### config.mk
export PLATFORM = sky130hd
export DESIGN_NAME = sorted_list_deque
export DESIGN_NICKNAME = d
export VERILOG_FILES = /design/src/design/sld_pkg.sv /design/src/design/sld_cell.sv /design/src/design/sorted_list_deque.sv
export SDC_FILE = /design/constraint.sdc
export NUM_CORES = 2
export LEC_CHECK = 0
export BUFFER_PORTS_ARGS = -buffer_cell sky130_fd_sc_hd__buf_2
export CAP_MARGIN = 25
export CORE_ASPECT_RATIO = 0.75
export CORE_UTILIZATION = 55
export CTS_BUF_LIST = sky130_fd_sc_hd__clkbuf_4 sky130_fd_sc_hd__clkbuf_8
export DETAILED_ROUTE_END_ITERATION = 8
export PLACE_DENSITY_LB_ADDON = 0.05
export SLEW_MARGIN = 20
export SYNTH_ARGS = -nofsm -noshare
export SYNTH_HDL_FRONTEND = slang
export SYNTH_HIERARCHICAL = 1
export SYNTH_SLANG_ARGS = --single-unit
export TNS_END_PERCENT = 5
### constraint.sdc
create_clock -name clk -period 9.95 [get_ports clk]
set_input_delay 2.985 -clock clk [delete_from_list [all_inputs] [get_ports clk]]
set_output_delay 2.985 -clock clk [all_outputs]
set_load 0.005 [all_outputs]
### src/design/sld_pkg.sv
// ----------------------------------------------------------------------------
// sld_pkg: shared types for the sorted list deque
// Command and status codes, item structs and the control word that the top
// level broadcasts to every cell of the chain.
// ----------------------------------------------------------------------------
package sld_pkg;

    localparam int VALUE_W = 32;
    localparam int COUNT_W = 5;

    typedef enum logic [1:0] {
        CMD_INSERT    = 2'd0,
        CMD_POP_LARGE = 2'd1,
        CMD_POP_SMALL = 2'd2,
        CMD_CLEAR     = 2'd3
    } cmd_t;

    typedef enum logic [1:0] {
        ST_OK    = 2'd0,
        ST_EMPTY = 2'd1,
        ST_FULL  = 2'd2
    } status_t;

    typedef struct packed {
        cmd_t                        cmd;
        logic signed [VALUE_W-1:0]   value_in;
    } request_t;

    typedef struct packed {
        logic signed [VALUE_W-1:0]   removed_value;
        logic signed [VALUE_W-1:0]   largest;
        logic signed [VALUE_W-1:0]   smallest;
        logic        [COUNT_W-1:0]   count;
        status_t                     status;
    } result_t;

    // Operations that passed their full/empty checks; at most one is set.
    typedef struct packed {
        logic insert;
        logic pop_front;
        logic pop_back;
        logic clear;
    } cell_ctrl_t;

endpackage

### src/design/sld_cell.sv
// ----------------------------------------------------------------------------
// sld_cell: one slot of the sorted chain
// Holds one value and its valid bit. On insert it keeps, takes the new value
// or takes its left neighbor's value; on a front removal it takes its right
// neighbor's value.
// ----------------------------------------------------------------------------
module sld_cell (
    input  logic                                clk,
    input  logic                                rst_n,
    input  sld_pkg::cell_ctrl_t                 ctrl,
    input  logic signed [sld_pkg::VALUE_W-1:0]  value_in,
    input  logic signed [sld_pkg::VALUE_W-1:0]  left_value,
    input  logic                                left_valid,
    input  logic                                left_take,
    input  logic signed [sld_pkg::VALUE_W-1:0]  right_value,
    input  logic                                right_valid,
    output logic signed [sld_pkg::VALUE_W-1:0]  value,
    output logic                                valid,
    output logic                                take,
    output logic signed [sld_pkg::VALUE_W-1:0]  tail_value
);

    logic signed [sld_pkg::VALUE_W-1:0] value_reg;
    logic signed [sld_pkg::VALUE_W-1:0] value_next;
    logic                               valid_reg;
    logic                               valid_next;

    // The new value lands at or before this cell. Monotone along the chain
    // because the contents are sorted in descending order.
    assign take = !valid_reg || (value_reg <= value_in);

    always_comb
    begin
        value_next = value_reg;
        valid_next = valid_reg;
        if (ctrl.insert)
        begin
            if (take)
            begin
                value_next = left_take ? left_value : value_in;
            end
            valid_next = valid_reg | left_valid;
        end
        else if (ctrl.pop_front)
        begin
            value_next = right_value;
            valid_next = right_valid;
        end
        else if (ctrl.pop_back)
        begin
            valid_next = valid_reg & right_valid;
        end
        else if (ctrl.clear)
        begin
            valid_next = 1'b0;
        end
    end

    always_ff @(posedge clk or negedge rst_n)
    begin
        if (!rst_n)
        begin
            valid_reg <= 1'b0;
        end
        else
        begin
            valid_reg <= valid_next;
        end
    end

    always_ff @(posedge clk)
    begin
        value_reg <= value_next;
    end

    assign value      = value_reg;
    assign valid      = valid_reg;
    assign tail_value = (valid_reg && !right_valid) ? value_reg : '0;

endmodule

### src/design/sorted_list_deque.sv
// ----------------------------------------------------------------------------
// sorted_list_deque: bounded double-ended priority store
// A chain of CAPACITY cells keeps signed values in descending order.
// ----------------------------------------------------------------------------
// An item is accepted on any cycle in which start is high; busy never rises,
// so one item can be taken every clock cycle. Each item updates the whole
// cell chain at the edge that accepts it, since every cell decides locally
// from its own compare and its neighbors. Its result is driven with done from
// the first edge after acceptance and stays for that one cycle only, so the
// receiver must capture it at the second edge after acceptance. The store
// needs no clearing pass after reset.
// ----------------------------------------------------------------------------
module sorted_list_deque #(
    parameter int CAPACITY = 16
) (
    input  logic                 clk,
    input  logic                 rst_n,
    input  logic                 start,
    output logic                 busy,
    input  sld_pkg::request_t    request,
    output logic                 done,
    output sld_pkg::result_t     result
);

    localparam int CNT_W = $clog2(CAPACITY + 1);

    logic signed [sld_pkg::VALUE_W-1:0] cell_value [CAPACITY];
    logic                               cell_valid [CAPACITY];
    logic                               cell_take  [CAPACITY];
    logic signed [sld_pkg::VALUE_W-1:0] cell_tail  [CAPACITY];

    logic signed [sld_pkg::VALUE_W-1:0] tail_value;
    logic                               accept;
    logic                               is_empty;
    logic                               is_full;
    sld_pkg::cell_ctrl_t                ctrl;

    logic [CNT_W-1:0]                   count_reg;
    logic [CNT_W-1:0]                   count_next;
    logic [CNT_W+4:0]                   count_ext;

    logic                               acc_reg;
    logic                               done_reg;
    logic signed [sld_pkg::VALUE_W-1:0] removed_reg;
    logic signed [sld_pkg::VALUE_W-1:0] removed_next;
    sld_pkg::status_t                   status_reg;
    sld_pkg::status_t                   status_next;
    sld_pkg::result_t                   result_reg;

    assign busy     = 1'b0;
    assign accept   = start && !busy;
    assign is_empty = !cell_valid[0];
    assign is_full  = (count_reg == CNT_W'(CAPACITY));

    genvar g;
    generate
        for (g = 0; g < CAPACITY; g++)
        begin : g_cell
            logic signed [sld_pkg::VALUE_W-1:0] lv;
            logic                               lval;
            logic                               ltake;
            logic signed [sld_pkg::VALUE_W-1:0] rv;
            logic                               rval;

            if (g == 0)
            begin : g_first
                assign lv    = '0;
                assign lval  = 1'b1;
                assign ltake = 1'b0;
            end
            else
            begin : g_mid_l
                assign lv    = cell_value[g-1];
                assign lval  = cell_valid[g-1];
                assign ltake = cell_take[g-1];
            end

            if (g == CAPACITY - 1)
            begin : g_last
                assign rv   = '0;
                assign rval = 1'b0;
            end
            else
            begin : g_mid_r
                assign rv   = cell_value[g+1];
                assign rval = cell_valid[g+1];
            end

            sld_cell u_cell (
                .clk         (clk),
                .rst_n       (rst_n),
                .ctrl        (ctrl),
                .value_in    (request.value_in),
                .left_value  (lv),
                .left_valid  (lval),
                .left_take   (ltake),
                .right_value (rv),
                .right_valid (rval),
                .value       (cell_value[g]),
                .valid       (cell_valid[g]),
                .take        (cell_take[g]),
                .tail_value  (cell_tail[g])
            );
        end
    endgenerate

    // At most one cell marks itself as the last valid one; the rest give zero.
    always_comb
    begin
        tail_value = '0;
        for (int i = 0; i < CAPACITY; i++)
        begin
            tail_value = tail_value | cell_tail[i];
        end
    end

    always_comb
    begin
        ctrl         = '0;
        count_next   = count_reg;
        removed_next = '0;
        status_next  = sld_pkg::ST_OK;
        if (accept)
        begin
            case (request.cmd)
                sld_pkg::CMD_INSERT:
                begin
                    if (is_full)
                    begin
                        status_next = sld_pkg::ST_FULL;
                    end
                    else
                    begin
                        ctrl.insert = 1'b1;
                        count_next  = count_reg + CNT_W'(1);
                    end
                end
                sld_pkg::CMD_POP_LARGE:
                begin
                    if (is_empty)
                    begin
                        status_next = sld_pkg::ST_EMPTY;
                    end
                    else
                    begin
                        ctrl.pop_front = 1'b1;
                        count_next     = count_reg - CNT_W'(1);
                        removed_next   = cell_value[0];
                    end
                end
                sld_pkg::CMD_POP_SMALL:
                begin
                    if (is_empty)
                    begin
                        status_next = sld_pkg::ST_EMPTY;
                    end
                    else
                    begin
                        ctrl.pop_back = 1'b1;
                        count_next    = count_reg - CNT_W'(1);
                        removed_next  = tail_value;
                    end
                end
                sld_pkg::CMD_CLEAR:
                begin
                    ctrl.clear = 1'b1;
                    count_next = '0;
                end
                default:
                begin
                    ctrl = '0;
                end
            endcase
        end
    end

    always_ff @(posedge clk or negedge rst_n)
    begin
        if (!rst_n)
        begin
            count_reg <= '0;
            acc_reg   <= 1'b0;
            done_reg  <= 1'b0;
        end
        else
        begin
            count_reg <= count_next;
            acc_reg   <= accept;
            done_reg  <= acc_reg;
        end
    end

    assign count_ext = {5'b0, count_reg};

    // The second stage reads the chain after the first stage's update.
    always_ff @(posedge clk)
    begin
        if (accept)
        begin
            removed_reg <= removed_next;
            status_reg  <= status_next;
        end
        if (acc_reg)
        begin
            result_reg.removed_value <= removed_reg;
            result_reg.largest       <= is_empty ? '0 : cell_value[0];
            result_reg.smallest      <= tail_value;
            result_reg.count         <= count_ext[4:0];
            result_reg.status        <= status_reg;
        end
    end

    assign done   = done_reg;
    assign result = result_reg;

endmodule
==> results.toml <==
[worst_hold_path]
hold_path_class = "flip-flop to flip-flop"
hold_depth = 0

[power]
leakagePower_nw = 27.14
ir_drop_mv = 0.1148
p_total_mw = 7.962
power_density_mw_per_mm2 = 143.3

[finish]
area_growth_pct = 8.892
drive_gt1_share_pct = 9.938
finalNetCount = 6069
largest_reg_flops = 512

[worst_setup_path]
crit_path_end_kind = "flip-flop"
critPathRequiredTime_ps = 10500
criticalPathCategory = "primary input to flip-flop"
setup.worst_path.end = "g_cell[3].u_cell/value[12]$_DFFE_PP_"
reg2reg_from = "count_reg[0]$_DFFE_PN0P_"
crit_start = "request[11]"
rr_worst_depth = 6
reg2reg_to = "g_cell[8].u_cell/value[11]$_DFFE_PP_"
start_kind = "primary input"
rrSetupSlack_ps = 6040
cp_data_arrival_time_ps = 6720
crit_fanout = 32

[drt]
first_iter_violations = 5055
wl_um = 171900
vias = 42450
firstDrtPassIters = 7
ant_nets = 0
vias_per_cell = 6.209
drc = 0
avgRoutedWirePerCell_um = 25.15

[placed_design]
port_buffers = 140
place_congestion = 0.9697
hpwl_um = 122300

[timing]
setup_viol = 0
max_slew_margin_pct = 21.89
tightestPinTransition_ps = 1161
hold_viol_final = 0
post-route-period-util_pct = 62.02
tns_ps = 0
fin_crit_ps = 6171
finalMaxSlewViolations = 0
clock.fmax_mhz = 162.1
rsz0062_at_grt = "false"
clock_skew_ps = 31.88

[flow_run]
maxCapViolCount = 0

[global_route]
antenna_found_initial = 8
grt.total_usage_pct = 35.93
grt_pass1_vias = 38940
grt_start_max_net_pins = 192
gr-total-overflow = 0
grt_pass1_wl_um = 253500

[die]
die-area_mm2 = 0.09400
start_util_pct = 55.67
pin_count = 142
placementRows = 96
coreArea_mm2 = 0.09165
dieHeight_um = 265.8
die_w_um = 353.7

[clock_tree]
cts_resized = 0
cts.sink_count = 672
cts_hold_buf = 0
cts_setup_buffers = 0
numCtsBuffers = 116
path_clk_slew_ps = 70
cts_tree = "done"
htree_num_levels = 3
clock_latency_ps = 860
clockBufferDepth = 3
cts-root-buf = "clkbuf_8"

[synthesis]
syn_inst = 5389
syn_area_per_cell_um2 = 9.468
yosys_warnings = 6
syn_area_mm2 = 0.05102

[status]
status = "finished clean"
-- power breakdown --
part / switching, mW / total [mW] / internal (mW)
Combinational: 1.01 / 1.54 / 0.537
Sequential: 0.249 / 3.67 / 3.42
Clock: 1.31 / 2.75 / 1.44
Total: 2.56 / 7.96 / 5.40
-- how the worst min path moves through the flow --
stage,start,to
floorplan,status_reg[0]$_DFFE_PP_,result[0]$_DFFE_PP_
global placement,removed_reg[27]$_DFFE_PP_,result[98]$_DFFE_PP_
detailed placement,removed_reg[5]$_DFFE_PP_,result[76]$_DFFE_PP_
CTS,removed_reg[20]$_DFFE_PP_,result[91]$_DFFE_PP_
global route,removed_reg[20]$_DFFE_PP_,result[91]$_DFFE_PP_
finish,removed_reg[20]$_DFFE_PP_,result[91]$_DFFE_PP_
-- per-stage QoR --
stage,instances,cell area [um2],util [%],worst slack [ps],hold slack [ps]
finish,6836,55560,60.62,3779,418.4
global route,6835,55560,60.62,3686,419.6
CTS,6829,55520,60.58,4022,418.2
detailed placement,6618,53130,57.97,3114,404.5
global placement,6617,53100,57.94,3038,402.2
floorplan,5457,51280,-,3272,400.3
-- cells in the final DEF, fill, tap and decap left out, types with 17 or more instances in the layout --
| cell type | count |
|---|---|
| a21oi_1 | 721 |
| a22oi_1 | 48 |
| and2_1 | 528 |
| buf_2 | 140 |
| buf_4 | 49 |
| clkbuf_4 | 30 |
| clkbuf_8 | 120 |
| clkinv_1 | 22 |
| clkinv_2 | 25 |
| conb_1 | 70 |
| dfrtp_1 | 22 |
| edfxtp_1 | 649 |
| ha_1 | 519 |
| inv_1 | 550 |
| mux2i_1 | 512 |
| nand2_1 | 178 |
| nand3_1 | 64 |
| nand4_1 | 99 |
| nand4_2 | 31 |
| nor2_1 | 619 |
| nor2_4 | 21 |
| nor3_1 | 35 |
| nor4_1 | 144 |
| nor4_2 | 17 |
| o211ai_1 | 17 |
| o21ai_0 | 64 |
| o22ai_1 | 31 |
-- worst max-delay path, stage by stage --
cell and delay (ps):
buf_2 580, inv_1 120, ha_1 350, nand4_1 180, nor4_2 700, a21boi_2 330
o31ai_2 110, nor2b_4 160, mux2_4 770, mux2i_1 260, a21oi_1 100
-- layout make-up --
type                            instances  area [um2]
Antenna cell                            6       15.01
Sequential cell                       672       20070
Inverter                              550        2064
Clock inverter                         61       510.5
Fill cell                            8021       36090
Tap cell                             1225        1533
Clock buffer                          150        1877
Timing Repair Buffer                  194        1184
Multi-Input combinational cell       3978       28310
-- metal layers --
metal	up-vias	part of all wire [%]	GRT usage [%]
met1	20390	43	52.46
met2	2225	42	52.44
met5	-	0.024	0
met4	6	4.2	13.95
li1	19490	-	-
met3	340	11	6.747
(Power assumes the default switching activity.)
